## config.mk

```make
export PLATFORM = sky130hd
export DESIGN_NAME = block_bitmap_file_allocator_unit
export DESIGN_NICKNAME = d
export VERILOG_FILES = /design/src/sv/bfa_pkg.sv /design/src/sv/block_bitmap_file_allocator_unit.sv /design/src/sv/bfa_div.sv
export SDC_FILE = /design/constraint.sdc
export NUM_CORES = 1
export LEC_CHECK = 0
export BUFFER_PORTS_ARGS = -buffer_cell sky130_fd_sc_hd__buf_2
export CORE_MARGIN = 1
export CORE_UTILIZATION = 45
export CTS_CLUSTER_SIZE = 25
export DETAILED_ROUTE_END_ITERATION = 16
export HOLD_SLACK_MARGIN = 0.06
export PLACE_DENSITY = 0.6
export SYNTH_ARGS = -nofsm -noshare
export SYNTH_HDL_FRONTEND = slang
export SYNTH_HIERARCHICAL = 1
export SYNTH_SLANG_ARGS = --single-unit
```

## constraint.sdc

```tcl
create_clock -name clk -period 10.5 [get_ports clk]
set_clock_uncertainty 0.15 [all_clocks]
set_input_delay 2.625 -clock clk [delete_from_list [all_inputs] [get_ports clk]]
set_output_delay 2.625 -clock clk [all_outputs]
set_load 0.02 [all_outputs]
```

## src/sv/bfa_pkg.sv

```systemverilog
// ----------------------------------------------------------------------------
// bfa_pkg
// Shared constants, codes and field widths of the bitmap block allocator.
// ----------------------------------------------------------------------------
package bfa_pkg;

	localparam int BLOCKS          = 64;
	localparam int MAX_FILE_BLOCKS = 32;
	localparam int ADDR_W          = $clog2(BLOCKS);

	localparam int SIZE_W   = 16;
	localparam int DVD_W    = SIZE_W + 1;
	localparam int CNT_W    = 16;
	localparam int LEFT_W   = 6;
	localparam int TOTAL_W  = 7;
	localparam int BLK_W    = 8;
	localparam int CMD_W    = 2;
	localparam int STAT_W   = 3;
	localparam int CFG_IDX_W = 1;
	localparam int CFG_W    = 16;
	localparam int S_DATA_W = 48;
	localparam int M_DATA_W = 24;

	localparam logic [CMD_W-1:0] CMD_CLEAR  = 2'd0;
	localparam logic [CMD_W-1:0] CMD_CONTIG = 2'd1;
	localparam logic [CMD_W-1:0] CMD_OPEN   = 2'd2;
	localparam logic [CMD_W-1:0] CMD_BLOCK  = 2'd3;

	localparam logic [STAT_W-1:0] ST_OK      = 3'd0;
	localparam logic [STAT_W-1:0] ST_REFUSED = 3'd1;
	localparam logic [STAT_W-1:0] ST_PENDING = 3'd2;
	localparam logic [STAT_W-1:0] ST_FAILED  = 3'd3;
	localparam logic [STAT_W-1:0] ST_INDEX   = 3'd4;
	localparam logic [STAT_W-1:0] ST_IGNORED = 3'd5;

	localparam logic [CFG_IDX_W-1:0] CFG_BLOCK_SIZE = 1'd0;
	localparam logic [CFG_IDX_W-1:0] CFG_TOTAL      = 1'd1;

	typedef struct packed {
		logic pend;
		logic used;
	} map_entry_t;

endpackage

```

## src/sv/block_bitmap_file_allocator_unit.sv

```systemverilog
// ----------------------------------------------------------------------------
// block_bitmap_file_allocator_unit
// Used/pending bitmap in one synchronous memory with a control sequencer.
// ----------------------------------------------------------------------------
// One request at a time: a new request is taken only once the last result has
// been loaded into the output register. The last listed block of a file starts
// a commit sweep over all BLOCKS entries; contiguous and open requests run the
// divider first, and contiguous requests then check and mark blocks one by one;
// the divider and the single memory port pair limit the rate.
// Reset: a clearing pass over all BLOCKS entries runs first; no request is taken.
module block_bitmap_file_allocator_unit (
	input  logic                         clk,
	input  logic                         arst_n,
	input  logic                         cfg_we,
	input  logic [bfa_pkg::CFG_IDX_W-1:0] cfg_index,
	input  logic [bfa_pkg::CFG_W-1:0]    cfg_data,
	input  logic                         s_axis_tvalid,
	output logic                         s_axis_tready,
	// file_size[15:0], start_block[23:16], use_index[24],
	// index_block[32:25], block_number[40:33]
	input  logic [bfa_pkg::S_DATA_W-1:0] s_axis_tdata,
	// command[1:0]
	input  logic [bfa_pkg::CMD_W-1:0]    s_axis_tuser,
	output logic                         m_axis_tvalid,
	input  logic                         m_axis_tready,
	// block_count[15:0], blocks_left[21:16]
	output logic [bfa_pkg::M_DATA_W-1:0] m_axis_tdata,
	// status[2:0]
	output logic [bfa_pkg::STAT_W-1:0]   m_axis_tuser
);
	import bfa_pkg::*;

	localparam logic [3:0] S_IDLE = 4'd0;
	localparam logic [3:0] S_CLR  = 4'd1;
	localparam logic [3:0] S_DIV  = 4'd2;
	localparam logic [3:0] S_CRD  = 4'd3;
	localparam logic [3:0] S_CEV  = 4'd4;
	localparam logic [3:0] S_MWR  = 4'd5;
	localparam logic [3:0] S_IRD  = 4'd6;
	localparam logic [3:0] S_IEV  = 4'd7;
	localparam logic [3:0] S_OPEN = 4'd8;
	localparam logic [3:0] S_LRD  = 4'd9;
	localparam logic [3:0] S_LEV  = 4'd10;
	localparam logic [3:0] S_LDEC = 4'd11;
	localparam logic [3:0] S_SRD  = 4'd12;
	localparam logic [3:0] S_SWR  = 4'd13;
	localparam logic [3:0] S_FIN  = 4'd14;

	logic [3:0]          state_q;
	logic [SIZE_W-1:0]   bsize_q;
	logic [TOTAL_W-1:0]  total_q;
	logic [CMD_W-1:0]    cmd_q;
	logic [BLK_W-1:0]    start_q;
	logic                useidx_q;
	logic [BLK_W-1:0]    idx_q;
	logic [BLK_W-1:0]    bn_q;
	logic [DVD_W-1:0]    quo_q;
	logic [ADDR_W-1:0]   j_q;
	logic                clr_reply_q;
	logic                open_q;
	logic                failed_q;
	logic [LEFT_W-1:0]   rem_q;
	logic [ADDR_W-1:0]   held_q;
	logic                held_flag_q;
	logic [STAT_W-1:0]   res_stat_q;
	logic [CNT_W-1:0]    res_cnt_q;
	logic [LEFT_W-1:0]   res_left_q;
	logic                m_valid_q;
	logic [STAT_W-1:0]   m_stat_q;
	logic [CNT_W-1:0]    m_cnt_q;
	logic [LEFT_W-1:0]   m_left_q;

	map_entry_t          mem [BLOCKS];
	map_entry_t          rdata_q;
	logic                mem_we;
	logic [ADDR_W-1:0]   mem_waddr;
	map_entry_t          mem_wdata;
	logic [ADDR_W-1:0]   mem_raddr;

	logic [TOTAL_W-1:0]  usable;
	logic [SIZE_W-1:0]   bs_eff;
	logic [DVD_W-1:0]    dividend;
	logic                div_start;
	logic                div_done;
	logic [DVD_W-1:0]    div_q;
	logic [DVD_W:0]      span;
	logic                last_j;
	logic [LEFT_W-1:0]   rem_dec;
	logic                accept;
	logic                out_load;

	assign usable   = (total_q > TOTAL_W'(BLOCKS)) ? TOTAL_W'(BLOCKS) : total_q;
	assign bs_eff   = (bsize_q == '0) ? SIZE_W'(1) : bsize_q;
	assign dividend = {1'b0, s_axis_tdata[SIZE_W-1:0]} + {1'b0, bs_eff} - DVD_W'(1);
	assign span     = (DVD_W+1)'(start_q) + {1'b0, div_q};
	assign last_j   = {{(DVD_W-ADDR_W){1'b0}}, j_q} == (quo_q - DVD_W'(1));
	assign rem_dec  = rem_q - LEFT_W'(1);
	assign div_start = (state_q == S_IDLE) && accept && !open_q &&
		(s_axis_tuser == CMD_CONTIG || s_axis_tuser == CMD_OPEN);
	assign out_load = (state_q == S_FIN) && (!m_valid_q || m_axis_tready);

	assign s_axis_tready = (state_q == S_IDLE);
	assign accept        = s_axis_tvalid && s_axis_tready;
	assign m_axis_tvalid = m_valid_q;
	assign m_axis_tdata  = {{(M_DATA_W-CNT_W-LEFT_W){1'b0}}, m_left_q, m_cnt_q};
	assign m_axis_tuser  = m_stat_q;

	bfa_div u_div (
		.clk      (clk),
		.arst_n   (arst_n),
		.start    (div_start),
		.dividend (dividend),
		.divisor  (bs_eff),
		.done     (div_done),
		.quotient (div_q)
	);

	always_comb begin
		mem_we    = 1'b0;
		mem_waddr = j_q;
		mem_wdata = '0;
		mem_raddr = j_q;
		case (state_q)
			S_CLR: begin
				mem_we = 1'b1;
			end
			S_CRD: begin
				mem_raddr = ADDR_W'(start_q + BLK_W'(j_q));
			end
			S_MWR: begin
				mem_we    = 1'b1;
				mem_waddr = ADDR_W'(start_q + BLK_W'(j_q));
				mem_wdata = '{pend: 1'b0, used: 1'b1};
			end
			S_IRD: begin
				mem_raddr = idx_q[ADDR_W-1:0];
			end
			S_IEV: begin
				mem_we    = !rdata_q.used;
				mem_waddr = idx_q[ADDR_W-1:0];
				mem_wdata = '{pend: 1'b0, used: 1'b1};
			end
			S_LRD: begin
				mem_raddr = bn_q[ADDR_W-1:0];
			end
			S_LEV: begin
				mem_we    = !rdata_q.used;
				mem_waddr = bn_q[ADDR_W-1:0];
				mem_wdata = '{pend: 1'b1, used: 1'b0};
			end
			S_SWR: begin
				mem_we = 1'b1;
				if (failed_q)
					mem_wdata.used = rdata_q.used && !(held_flag_q && j_q == held_q);
				else
					mem_wdata.used = rdata_q.used || rdata_q.pend;
			end
			default: begin
				mem_we = 1'b0;
			end
		endcase
	end

	always_ff @(posedge clk) begin
		if (mem_we)
			mem[mem_waddr] <= mem_wdata;
		rdata_q <= mem[mem_raddr];
	end

	always_ff @(posedge clk or negedge arst_n) begin
		if (!arst_n) begin
			bsize_q <= SIZE_W'(1);
			total_q <= TOTAL_W'(64);
		end else if (cfg_we) begin
			case (cfg_index)
				CFG_BLOCK_SIZE: bsize_q <= cfg_data;
				CFG_TOTAL:      total_q <= cfg_data[TOTAL_W-1:0];
				default:        bsize_q <= bsize_q;
			endcase
		end
	end

	always_ff @(posedge clk) begin
		if (accept) begin
			cmd_q    <= s_axis_tuser;
			start_q  <= s_axis_tdata[23:16];
			useidx_q <= s_axis_tdata[24];
			idx_q    <= s_axis_tdata[32:25];
			bn_q     <= s_axis_tdata[40:33];
		end
	end

	always_ff @(posedge clk or negedge arst_n) begin
		if (!arst_n) begin
			state_q     <= S_CLR;
			j_q         <= '0;
			clr_reply_q <= 1'b0;
			open_q      <= 1'b0;
			failed_q    <= 1'b0;
			rem_q       <= '0;
			held_q      <= '0;
			held_flag_q <= 1'b0;
			quo_q       <= '0;
			res_stat_q  <= ST_OK;
			res_cnt_q   <= '0;
			res_left_q  <= '0;
			m_valid_q   <= 1'b0;
			m_stat_q    <= ST_OK;
			m_cnt_q     <= '0;
			m_left_q    <= '0;
		end else begin
			if (out_load)
				m_valid_q <= 1'b1;
			else if (m_valid_q && m_axis_tready)
				m_valid_q <= 1'b0;
			case (state_q)
				S_IDLE: begin
					if (accept) begin
						res_cnt_q  <= '0;
						res_left_q <= '0;
						j_q        <= '0;
						case (s_axis_tuser)
							CMD_CLEAR: begin
								clr_reply_q <= 1'b1;
								open_q      <= 1'b0;
								failed_q    <= 1'b0;
								rem_q       <= '0;
								held_q      <= '0;
								held_flag_q <= 1'b0;
								state_q     <= S_CLR;
							end
							CMD_BLOCK: begin
								if (!open_q) begin
									res_stat_q <= ST_IGNORED;
									state_q    <= S_FIN;
								end else if (failed_q) begin
									state_q <= S_LDEC;
								end else if ({1'b0, usable} > s_axis_tdata[40:33]) begin
									state_q <= S_LRD;
								end else begin
									failed_q <= 1'b1;
									state_q  <= S_LDEC;
								end
							end
							default: begin
								if (open_q) begin
									res_stat_q <= ST_IGNORED;
									res_left_q <= rem_q;
									state_q    <= S_FIN;
								end else begin
									state_q <= S_DIV;
								end
							end
						endcase
					end
				end
				S_CLR: begin
					j_q <= j_q + 1'b1;
					if (j_q == ADDR_W'(BLOCKS - 1)) begin
						j_q        <= '0;
						res_stat_q <= ST_OK;
						state_q    <= clr_reply_q ? S_FIN : S_IDLE;
					end
				end
				S_DIV: begin
					if (div_done) begin
						quo_q     <= div_q;
						res_cnt_q <= div_q[CNT_W-1:0];
						if (cmd_q == CMD_CONTIG) begin
							if (span > (DVD_W+1)'(usable)) begin
								res_stat_q <= ST_REFUSED;
								state_q    <= S_FIN;
							end else if (div_q == '0) begin
								res_stat_q <= ST_OK;
								state_q    <= S_FIN;
							end else begin
								state_q <= S_CRD;
							end
						end else if (div_q > DVD_W'(MAX_FILE_BLOCKS)) begin
							res_stat_q <= ST_REFUSED;
							state_q    <= S_FIN;
						end else if (useidx_q) begin
							if ({1'b0, usable} > idx_q) begin
								state_q <= S_IRD;
							end else begin
								res_stat_q <= ST_INDEX;
								state_q    <= S_FIN;
							end
						end else begin
							state_q <= S_OPEN;
						end
					end
				end
				S_CRD: begin
					state_q <= S_CEV;
				end
				S_CEV: begin
					if (rdata_q.used) begin
						res_stat_q <= ST_REFUSED;
						state_q    <= S_FIN;
					end else if (last_j) begin
						j_q     <= '0;
						state_q <= S_MWR;
					end else begin
						j_q     <= j_q + 1'b1;
						state_q <= S_CRD;
					end
				end
				S_MWR: begin
					j_q <= j_q + 1'b1;
					if (last_j) begin
						res_stat_q <= ST_OK;
						state_q    <= S_FIN;
					end
				end
				S_IRD: begin
					state_q <= S_IEV;
				end
				S_IEV: begin
					if (rdata_q.used) begin
						res_stat_q <= ST_INDEX;
						state_q    <= S_FIN;
					end else begin
						state_q <= S_OPEN;
					end
				end
				S_OPEN: begin
					if (quo_q == '0) begin
						res_stat_q <= ST_OK;
					end else begin
						open_q      <= 1'b1;
						failed_q    <= 1'b0;
						rem_q       <= quo_q[LEFT_W-1:0];
						held_flag_q <= useidx_q;
						held_q      <= useidx_q ? idx_q[ADDR_W-1:0] : '0;
						res_stat_q  <= ST_PENDING;
						res_left_q  <= quo_q[LEFT_W-1:0];
					end
					state_q <= S_FIN;
				end
				S_LRD: begin
					state_q <= S_LEV;
				end
				S_LEV: begin
					if (rdata_q.used)
						failed_q <= 1'b1;
					state_q <= S_LDEC;
				end
				S_LDEC: begin
					rem_q <= rem_dec;
					if (rem_dec != '0) begin
						res_stat_q <= failed_q ? ST_FAILED : ST_PENDING;
						res_left_q <= rem_dec;
						state_q    <= S_FIN;
					end else begin
						j_q     <= '0;
						state_q <= S_SRD;
					end
				end
				S_SRD: begin
					state_q <= S_SWR;
				end
				S_SWR: begin
					j_q     <= j_q + 1'b1;
					state_q <= S_SRD;
					if (j_q == ADDR_W'(BLOCKS - 1)) begin
						res_stat_q  <= failed_q ? ST_REFUSED : ST_OK;
						open_q      <= 1'b0;
						failed_q    <= 1'b0;
						held_q      <= '0;
						held_flag_q <= 1'b0;
						state_q     <= S_FIN;
					end
				end
				S_FIN: begin
					if (out_load) begin
						m_stat_q <= res_stat_q;
						m_cnt_q  <= res_cnt_q;
						m_left_q <= res_left_q;
						state_q  <= S_IDLE;
					end
				end
				default: begin
					state_q <= S_IDLE;
				end
			endcase
		end
	end

endmodule

```

## src/sv/bfa_div.sv

```systemverilog
// ----------------------------------------------------------------------------
// bfa_div
// Restoring divider, one quotient bit per cycle.
// ----------------------------------------------------------------------------
module bfa_div (
	input  logic                      clk,
	input  logic                      arst_n,
	input  logic                      start,
	input  logic [bfa_pkg::DVD_W-1:0] dividend,
	input  logic [bfa_pkg::SIZE_W-1:0] divisor,
	output logic                      done,
	output logic [bfa_pkg::DVD_W-1:0] quotient
);
	import bfa_pkg::*;

	localparam int STEP_W = $clog2(DVD_W);

	logic [SIZE_W-1:0] rem_q;
	logic [SIZE_W-1:0] dvs_q;
	logic [DVD_W-1:0]  n_q;
	logic [STEP_W-1:0] step_q;
	logic              run_q;
	logic              done_q;
	logic [SIZE_W:0]   trial;
	logic              ge;

	assign trial    = {rem_q, n_q[DVD_W-1]};
	assign ge       = trial >= {1'b0, dvs_q};
	assign done     = done_q;
	assign quotient = n_q;

	always_ff @(posedge clk or negedge arst_n) begin
		if (!arst_n) begin
			run_q  <= 1'b0;
			done_q <= 1'b0;
			step_q <= '0;
		end else begin
			done_q <= 1'b0;
			if (start) begin
				run_q  <= 1'b1;
				step_q <= '0;
			end else if (run_q) begin
				step_q <= step_q + 1'b1;
				if (step_q == STEP_W'(DVD_W - 1)) begin
					run_q  <= 1'b0;
					done_q <= 1'b1;
				end
			end
		end
	end

	always_ff @(posedge clk) begin
		if (start) begin
			rem_q <= '0;
			dvs_q <= divisor;
			n_q   <= dividend;
		end else if (run_q) begin
			rem_q <= ge ? SIZE_W'(trial - {1'b0, dvs_q}) : trial[SIZE_W-1:0];
			n_q   <= {n_q[DVD_W-2:0], ge};
		end
	end

endmodule

```

==> results.txt, run 1 <==
Worst Setup SP: s_axis_tdata[2]
critical path class: input port to flip-flop
Net Sw Frac: 23.3%
H-tree depth: 2
max-slew violations: 0
worst-margin pin slew: 1180 ps
Int Power: 2.19 mW
All-Layer GR Usage: 22.1%
Mean Syn Cell Area: 10.7 µm²
first-pass GRT wire length: 71,400 µm
CP Cell Sequence: buf_2 -> inv_1 -> ha_1 -> inv_1 -> ha_1 -> a21o_1 -> a21oi_1 -> nor2_1 -> nor4_1 -> o31ai_1 -> o41ai_1 -> o2111ai_1 -> a21oi_1 -> xnor2_1 -> mux2_2
Synth Flop Type: edfxtp_1
fraction of layout cells with a size suffix above 1: 15.4%
chip height: 203 µm
IO Pins: 101
row count: 73
initial DRC count: 1,002
CTS sink count: 328
Yosys reg bits: 328
CTS Buf Count: 38
Initial Utilization: 45.6%
Via density: 5.66
Wirelength per Cell: 19.3 µm
Die Area: 0.0412 mm²
Top delay family on crit path: compound AO/OA/AOI/OAI gates
CP Launch Type: input port
worst reg2reg path startpoint: j_q[2]
R2R cell count: 10
Yosys warnings: 6
CP Data Arrival Time: 5720 ps
CP Depth: 15
grt ovf: 0
largest cells by area after synthesis: edfxtp_1 (31%), dfrtp_1 (17%), ha_1 (6.2%), mux2_2 (4.6%), mux2i_1 (3.5%)
initial antenna violation count: 2
crit path max-delay cell type: o41ai_1
post-route cell area: 0.0202 mm²
PD cells: 141 mW/mm²
antenna-violating nets left: 0
Die Width: 203 µm
Synth Instances: 1,701
overall via count from detail_route: 13,105
P&R area growth vs syn: 11.3%
worst setup path end: u_div/quotient[16]
pre-CTS WS: 4370 ps
# DRC: 0
VDD IR max: 116 µV
vias in the first global route: 12,980
post-cts resize count: 0
net switching power: 664 µW
placed cell count: 2,248
Final Routed Wirelength: 44,600 µm
clock latency on the worst-skew pair: 550 ps
logic gate share of total power: 7.4%
FMAX: 0.179 GHz
max-cap violations: 0
CP Buf/Inv Count: 3
final critical-path share of the clock period: 53.2%
delay of the slowest critical-path stage: 590 ps
synth unique cells: 97
commonest non-fill, non-tap cells in the layout: edfxtp_1 (186), nor2_1 (166), inv_1 (133)
Clock transition at path regs: 60 ps
non-filler instance count after layout: 2,316
EDFF count, synth: 186
largest net degree at the start of global routing: 80
Core Region: 0.0398 mm²
nets@finish: 1,929
# port buffers: 91
LEAKAGE: 8.94 nW
HPWL Detailed: 31,100 µm
Hold Fails Final Rpt: 0
asr flop ratio synth: 37.8%
Critical R2R Capture: rdata_q[1]
outcome: complete, no violations
CP max FO: 3
Setup Buffers After CTS: 0
unrepaired setup endpoints after global routing: no
endpoints failing setup: 0
GP Congestion: 0.890
clock buffer depth: 3
most common cell after layout, fill and taps aside: edfxtp_1
FF-to-FF setup slack: 5740 ps
area leader, netlist: edfxtp_1
Slew Limit Headroom: 21.5%
Hold Path Class: flip-flop to flip-flop
Seq/Total Area, Yosys: 49.8%
CTS root buf: clkbuf_16
sequential share of power: 48.3%
total power: 2.85 mW
Post-Place Cell Area: 0.0190 mm²
TritonCTS clock tree: yes
post-route minimum period: 5580 ps
Clk pwr share: 44.3%
Mapped Area: 0.0182 mm²
final worst slack: 4920 ps
Setup TNS: 0 ps
Worst Setup End Kind: flip-flop
# diodes: 0
hold_ws: 331 ps
Finished Core Util: 50.8%
Pre-Repair DR Iteration Count: 5
CP Data Required Time: 10,640 ps
Yosys top cell area share: 30.7%
cts hold-fix bufs: 0
flip-flops by register name (all words and copies together), names as in the netlist, 8 cells and up:
| register | cells |
|---|---|
| m_cnt_q | 16 |
| u_div/rem_q | 16 |
| start_q | 8 |
| bsize_q | 16 |
| mem | 128 |
| res_cnt_q | 16 |
| idx_q | 8 |
| u_div/dvs_q | 16 |
| quo_q | 17 |
| u_div/quotient | 17 |
cell usage after synthesis, drive strengths merged, types with 11 or more instances:
library cell	instances
a211oi	37
a21boi	11
a21o	18
a21oi	76
a22o	30
a31oi	16
and3	15
buf	30
clkbuf	56
dfrtp	121
dfxtp	18
edfxtp	186
ha	90
inv	133
mux2	75
mux2i	63
nand2	117
nand2b	21
nand3	32
nand4	19
nor2	167
nor2b	24
nor3	24
nor4	12
o21a	12
o21ai	68
o22ai	11
o31ai	18
xnor2	38
xor2	18
layout make-up:
cell class,instances,area [µm²]
Sequential cell,328,9050
Inverter,137,514
Fill cell,3671,19600
Clock buffer,47,1040
Clock inverter,21,148
Multi-Input combinational cell,1151,8240
Timing Repair Buffer,107,578
Tap cell,525,657
logic make-up after synthesis:
family | share of synthesized area (%)
other cells | 0.0206
compound gates | 14.3
xor+xnor | 2.70
fa+ha+maj | 6.69
buf+inv | 5.10
flops | 49.8
simple gates | 12.7
mux | 8.64
worst min path at each step:
stage	start	end	slack (ps)	cells past startpoint
6_report	bsize_q[1]	u_div/dvs_q[1]	330	0
5_1_grt	bsize_q[1]	u_div/dvs_q[1]	350	0
4_1_cts	bsize_q[1]	u_div/dvs_q[1]	330	0
3_5_place_dp	bsize_q[6]	u_div/dvs_q[6]	320	0
3_3_place_gp	bsize_q[10]	u_div/dvs_q[10]	310	0
2_1_floorplan	clr_reply_q	clr_reply_q	290	2
power by group through the flow:
| stage | registers, mW | logic, mW | clock network [mW] |
|---|---|---|---|
| finish | 1.38 | 0.212 | 1.26 |
| global route | 1.38 | 0.245 | 1.35 |
| global placement | 1.40 | 0.209 | 0 |
| detailed placement | 1.40 | 0.212 | 0 |
| floorplan | 1.40 | 0.156 | 0 |
| CTS | 1.38 | 0.214 | 1.30 |
routing by layer:
metal | vias up | track usage, % | routed length (µm)
met5 | - | 0 | 0
met4 | 0 | 6.93 | 1180
met3 | 86 | 3.34 | 2160
met2 | 341 | 34.6 | 20600
met1 | 6382 | 31.6 | 20700
li1 | 6296 | - | -
(Power assumes the default switching activity.)
==> run 2: changes to the inputs <==
Settings changed: ABC_AREA set to 1, PLACE_DENSITY 0.6 to 0.62.
Clock period 10.5 ns to 4.7 ns, I/O delays scaled along.
==> run 2 against run 1 <==
- the run now ends with DRC left
- utilization up 0.34 points
- cell area up 3.7%
- global-route usage up 1.5 points
- cell count up 27%
- die area up 3.6%
- routed wire length up 10%
- clock-buffer cell count up 13
- critical path type is now flip-flop to flip-flop
- critical endpoint is now res_stat_q[0]
==> results.txt, run 2 <==
All-Layer GR Usage: 23.7% (+1.5 points)
Synth Flop Type: edfxtp_1
Yosys reg bits: 328 (unchanged)
endpoints failing setup: 0 (unchanged)
Pre-Repair DR Iteration Count: 13 (+8)
Net Sw Frac: 44.6% (+21 points)
# port buffers: 91 (unchanged)
Hold Fails Final Rpt: 0 (unchanged)
asr flop ratio synth: 37.8% (unchanged)
fraction of layout cells with a size suffix above 1: 8.23% (-7.1 points)
unrepaired setup endpoints after global routing: no
clock latency on the worst-skew pair: 570 ps (+20 ps)
Via density: 5.23 (-7.5%)
P&R area growth vs syn: 11.4% (about the same)
Slew Limit Headroom: 15.2% (-6.3 points)
worst reg2reg path startpoint: start_q[2]
largest cells by area after synthesis: edfxtp_1 (30%), dfrtp_1 (16%), nand2_1 (11%), inv_1 (8.1%), ha_1 (6.0%)
worst setup path end: res_stat_q[0]
CP max FO: 6 (+3)
Wirelength per Cell: 16.7 µm (-14%)
CTS root buf: clkbuf_16
synth unique cells: 58 (-40%)
Hold Path Class: flip-flop to flip-flop
max-cap violations: 0 (unchanged)
cts hold-fix bufs: 0 (unchanged)
VDD IR max: 422 µV (+260%)
Seq/Total Area, Yosys: 48.1% (-1.8 points)
outcome: complete, but fails checks
Worst Setup SP: start_q[2]
Mean Syn Cell Area: 8.16 µm² (-24%)
Clk pwr share: 20.7% (-24 points)
GP Congestion: 0.911 (+2.3%)
Critical R2R Capture: res_stat_q[0]
sequential share of power: 31.1% (-17 points)
worst-margin pin slew: 1260 ps (+88.6 ps)
Post-Place Cell Area: 0.0198 mm² (+3.8%)
row count: 74 (+1.4%)
most common cell in the synthesized netlist: nand2_1
failing checks: DRC
max-slew violations: 0 (unchanged)
initial DRC count: 1,037 (+3.5%)
Final Routed Wirelength: 49,200 µm (+10%)
first-pass GRT wire length: 78,500 µm (+9.9%)
CTS Buf Count: 39 (+2.6%)
Die Width: 207 µm (+1.8%)
critical path class: flip-flop to flip-flop
area leader, netlist: edfxtp_1
Mapped Area: 0.0188 mm² (+3.7%)
nets@finish: 2,553 (+32%)
PD cells: 660 mW/mm² (+370%)
Synth Instances: 2,309 (+36%)
pre-CTS WS: 499 ps (-3870 ps)
Setup TNS: 0 ps (unchanged)
post-cts resize count: 0 (unchanged)
Top reg by flops: mem
antenna-violating nets left: 0 (unchanged)
Yosys top cell area share: 29.7% (-1.1 points)
CTS sink count: 328 (unchanged)
grt ovf: 0 (unchanged)
FF-to-FF setup slack: 910 ps (-4830 ps)
commonest non-fill, non-tap cells in the layout: nand2_1 (556), inv_1 (408), nor2_1 (205)
Clock transition at path regs: 60 ps (about the same)
EDFF count, synth: 186 (unchanged)
Die Area: 0.0427 mm² (+3.6%)
H-tree depth: 2 (unchanged)
Yosys warnings: 6 (unchanged)
CP Data Required Time: 5050 ps (-5590 ps)
FMAX: 0.264 GHz
TritonCTS clock tree: yes
post-route minimum period: 3790 ps
Core Region: 0.0410 mm² (+3.0%)
hold_ws: 303 ps (-28.9 ps)
final critical-path share of the clock period: 80.7%
IO Pins: 101 (unchanged)
Int Power: 7.67 mW (+250%)
HPWL Detailed: 36,000 µm (+16%)
net switching power: 6.18 mW (+830%)
# diodes: 0 (unchanged)
LEAKAGE: 10.0 nW (+12%)
R2R cell count: 17 (+7)
post-route cell area: 0.0210 mm² (+3.7%)
chip height: 207 µm (+1.8%)
initial antenna violation count: 1 (-1)
CP Data Arrival Time: 4150 ps (-1570 ps)
Worst Setup End Kind: flip-flop
largest net degree at the start of global routing: 71 (-11%)
synth cell count leaders: nand2_1 (556), inv_1 (408), nor2_1 (207)
final worst slack: 906 ps (-4010 ps)
CP Launch Type: flip-flop
most common cell after layout, fill and taps aside: nand2_1
vias in the first global route: 15,041 (+16%)
logic gate share of total power: 48.3% (+41 points)
Largest register FFs: 128 (unchanged)
Finished Core Util: 51.1% (+0.34 points)
# fillers: 3,975 (+8.3%)
Setup Buffers After CTS: 0 (unchanged)
# DRC: 2 (+2)
overall via count from detail_route: 15,429 (+18%)
Initial Utilization: 45.9% (+0.29 points)
clock buffer depth: 3 (unchanged)
[run 2: cells by family (layout without fill, tap and decap cells)]
family / after synthesis / after routing / synth area share, %
other: 1 / 2 / 0.0199
adder cells (fa/ha/maj): 94 / 94 / 6.40
multiplexers: 3 / 3 / 0.179
AO/OA/AOI/OAI: 304 / 304 / 9.38
AND/OR/NAND/NOR: 1052 / 1052 / 23.9
flip-flops: 328 / 328 / 48.1
buffers and inverters: 484 / 591 / 10.1
XOR/XNOR: 43 / 43 / 2.00
[run 2: metrics by stage]
step / power (mW) / cells
floorplan: 9.25 / 2310
finish: 13.8 / 2949
detailed placement: 11.0 / 2878
CTS: 13.9 / 2949
global route: 15.0 / 2949
global placement: 10.9 / 2878
[run 2: worst min path at each step]
stage	depth (start not counted)	endpoint	from	slack, ps
after floorplan	1	u_div/step_q[4]	u_div/step_q[4]	280
after global placement	0	u_div/dvs_q[9]	bsize_q[9]	280
after detailed placement	0	u_div/dvs_q[9]	bsize_q[9]	280
after CTS	0	u_div/dvs_q[9]	bsize_q[9]	300
after global routing	0	u_div/dvs_q[9]	bsize_q[9]	310
final	0	u_div/dvs_q[9]	bsize_q[9]	300
[run 2: cell type report]
type / instances / area (µm²) / share of cell area (%)
Timing Repair Buffer: 105 / 576 / 2.74
Tap cell: 532 / 666 / 3.17
Multi-Input combinational cell: 1498 / 7910 / 37.7
Inverter: 415 / 1560 / 7.43
Clock buffer: 60 / 1080 / 5.17
Sequential cell: 328 / 9050 / 43.2
Clock inverter: 11 / 124 / 0.591
[run 2: worst max-delay path: stages (launching register included)]
cell and delay (ps):
edfxtp_1 500, ha_1 420, or2_2 310, nand3_1 90
nand2_1 90, xor2_1 160, ha_1 330, a21oi_1 160
nand3_1 90, nand2_1 60, nand2_1 70, a21oi_1 140
nand3_1 90, nor2_1 340, nand4_1 360, nand3_1 230
nand2_1 60, nand2_1 60
[run 2: power by group through the flow]
stage                     clock network (mW)  registers [mW]  logic [mW]
after floorplan                            0            4.29        4.96
after global placement                     0            4.33        6.53
after detailed placement                   0            4.35        6.64
after CTS                               2.92            4.30        6.67
after global routing                    3.05            4.37        7.56
final                                   2.86            4.30        6.68
[run 2: layer usage]
metal / share of wire [%] / track usage [%]
met5: 0.028 / 0
met3: 5.3 / 4.30
met2: 46 / 38.8
met4: 2.6 / 7.01
met1: 46 / 31.9
==> run 3: changes to the inputs <==
Settings changed: PLACE_DENSITY 0.62 to 0.6.
Clock period 4.7 ns to 3.9 ns, I/O delays scaled along.
==> run 3 against run 2 <==
- the run still ends with DRC left
- highest routed layer is now met4
- critical path type unchanged
- clock-buffer cell count is 8 lower
- routed wire length grew 1.5%
- die area did not move
- sequential cell count unchanged
- utilization increased by 0.36 points
- non-clock buffer count rose by 10
- sequential share of layout area down 0.30 points
- maximum frequency up 7.2%
==> results.txt, run 3 (synthesis gave the netlist of run 2 again) <==
outcome: complete, but fails checks
failing checks: DRC
antenna-violating nets left: 0 (unchanged)
Worst Setup End Kind: flip-flop
CP Launch Type: flip-flop
max-cap violations: 0 (unchanged)
initial DRC count: 994 (-4.1%)
All-Layer GR Usage: 24.0% (+0.38 points)
P&R area growth vs syn: 12.1%
Die Width: 207 µm (unchanged)
GP Congestion: 0.945 (+3.8%)
clock buffer depth: 3 (unchanged)
initial antenna violation count: 2 (+1)
CP max FO: 3 (-3)
vias in the first global route: 14,819 (-1.5%)
Pre-Repair DR Iteration Count: 11 (-2)
nets@finish: 2,563 (+0.39%)
Final Routed Wirelength: 49,900 µm (+1.5%)
critical path class: flip-flop to flip-flop
Core Region: 0.0410 mm² (unchanged)
logic gate share of total power: 48.4% (about the same)
Hold Fails Final Rpt: 0 (unchanged)
# diodes: 0 (unchanged)
CP Data Arrival Time: 3680 ps (-470 ps)
largest net degree at the start of global routing: 72 (+1.4%)
Hold Path Class: input port to async pin
first-pass GRT wire length: 78,900 µm (+0.49%)
Net Sw Frac: 44.2% (-0.47 points)
FMAX: 0.283 GHz (+7.2%)
CP Data Required Time: 4040 ps (-1010 ps)
CTS sink count: 328 (unchanged)
Top reg by flops: mem
Setup TNS: 0 ps (unchanged)
most common cell after layout, fill and taps aside: nand2_1
endpoints failing setup: 0 (unchanged)
IO Pins: 101 (unchanged)
sequential share of power: 30.6% (-0.5 points)
net switching power: 7.48 mW (+21%)
top layer used by detailed routing: met4
Die Area: 0.0427 mm² (unchanged)
Clock transition at path regs: 60 ps (about the same)
overall via count from detail_route: 15,442 (+0.084%)
# port buffers: 91 (unchanged)
Clk pwr share: 21.0% (+0.3 points)
row count: 74 (unchanged)
worst reg2reg path startpoint: bsize_q[1]
unrepaired setup endpoints after global routing: no
VDD IR max: 626 µV (+48%)
Via density: 5.22 (-0.22%)
post-route minimum period: 3540 ps (-256 ps)
fraction of layout cells with a size suffix above 1: 8.99% (+0.75 points)
H-tree depth: 2 (unchanged)
# fillers: 3,963 (-0.30%)
total power: 16.9 mW (+22%)
Met1 Wirelength: 22,400 µm (-0.30%)
Wirelength per Cell: 16.9 µm (+1.2%)
max-slew violations: 0 (unchanged)
Setup Buffers After CTS: 0 (unchanged)
LEAKAGE: 10.1 nW (+0.98%)
PD cells: 802 mW/mm² (+22%)
CTS Buf Count: 39 (unchanged)
TritonCTS clock tree: yes
commonest non-fill, non-tap cells in the layout: nand2_1 (556), inv_1 (408), nor2_1 (204)
metal3 WL: 2930 µm (+12%)
Slew Limit Headroom: 40.4% (+25 points)
Initial Utilization: 45.9% (unchanged)
worst-margin pin slew: 891 ps (-373 ps)
met2 routed WL: 23,300 µm (+1.9%)
# DRC: 3 (+1)
Worst Setup SP: bsize_q[1]
Largest register FFs: 128 (unchanged)
final critical-path share of the clock period: 90.7% (+10 points)
grt ovf: 0 (unchanged)
clock latency on the worst-skew pair: 560 ps (about the same)
Int Power: 9.46 mW (+23%)
CTS root buf: clkbuf_16
HPWL Detailed: 37,000 µm (+2.9%)
chip height: 207 µm (unchanged)
[run 3: power groups by stage]
stage / Clock (mW) / Sequential (mW) / Combinational [mW]
2_1_floorplan: 0 / 5.16 / 5.98
3_5_place_dp: 0 / 5.23 / 8.15
4_1_cts: 3.64 / 5.18 / 8.19
3_3_place_gp: 0 / 5.22 / 8.06
5_1_grt: 3.78 / 5.27 / 9.29
6_report: 3.56 / 5.18 / 8.20
[run 3: worst paths after layout]
kind	end	cells past startpoint	slack, ps
max	u_div/quotient[13]	18	360
min	res_left_q[2]	1	110
max reg2reg	u_div/quotient[13]	18	360
min reg2reg	u_div/dvs_q[8]	0	300
max in group asynchronous	state_q[0]	2	2670
min in group clk	u_div/dvs_q[8]	0	300
[run 3: per-layer routing]
layer  vias up  track usage [%]
met3        71             4.32
met4         0             7.72
li1       7694                -
met1      7253             32.6
met5         -                0
met2       424             39.0
[run 3: critical path, stage by stage (launching register included)]
cell and delay [ps]:
dfrtp_1 440, inv_1 100, nand2_1 50, nor4_1 240, a21oi_1 140, ha_1 190, inv_1 50, ha_1 150
inv_1 50, fa_1 400, o21ai_0 250, a21o_1 150, a21oi_1 120, o21ai_0 220, a21boi_0 160, o21ai_0 220
xor2_1 90, nand2_1 70, nand2_1 50
[run 3: through the flow]
step	instances	worst slack [ps]	hold slack, ps	util (%)	area, µm²
floorplan	2310	109	283	-	18800
global placement	2888	142	287	48.4	19900
detailed placement	2888	119	288	48.4	19900
CTS	2958	300	89.9	51.5	21100
global route	2958	10.9	101	51.5	21100
finish	2958	361	107	51.5	21100
[run 3: area by class of cell]
type,count,area [µm²],area share [%]
Inverter,415,1560,7.38
Multi-Input combinational cell,1498,7920,37.5
Sequential cell,328,9050,42.9
Clock inverter,18,143,0.675
Timing Repair Buffer,115,676,3.20
Tap cell,532,666,3.15
Clock buffer,52,1110,5.24
[run 3: repair_timing]
item	in CTS	in global routing
endpoints found under the hold margin	0	0
endpoints found under the setup margin	0	4
resized for setup	0	1
hold buffers	0	0
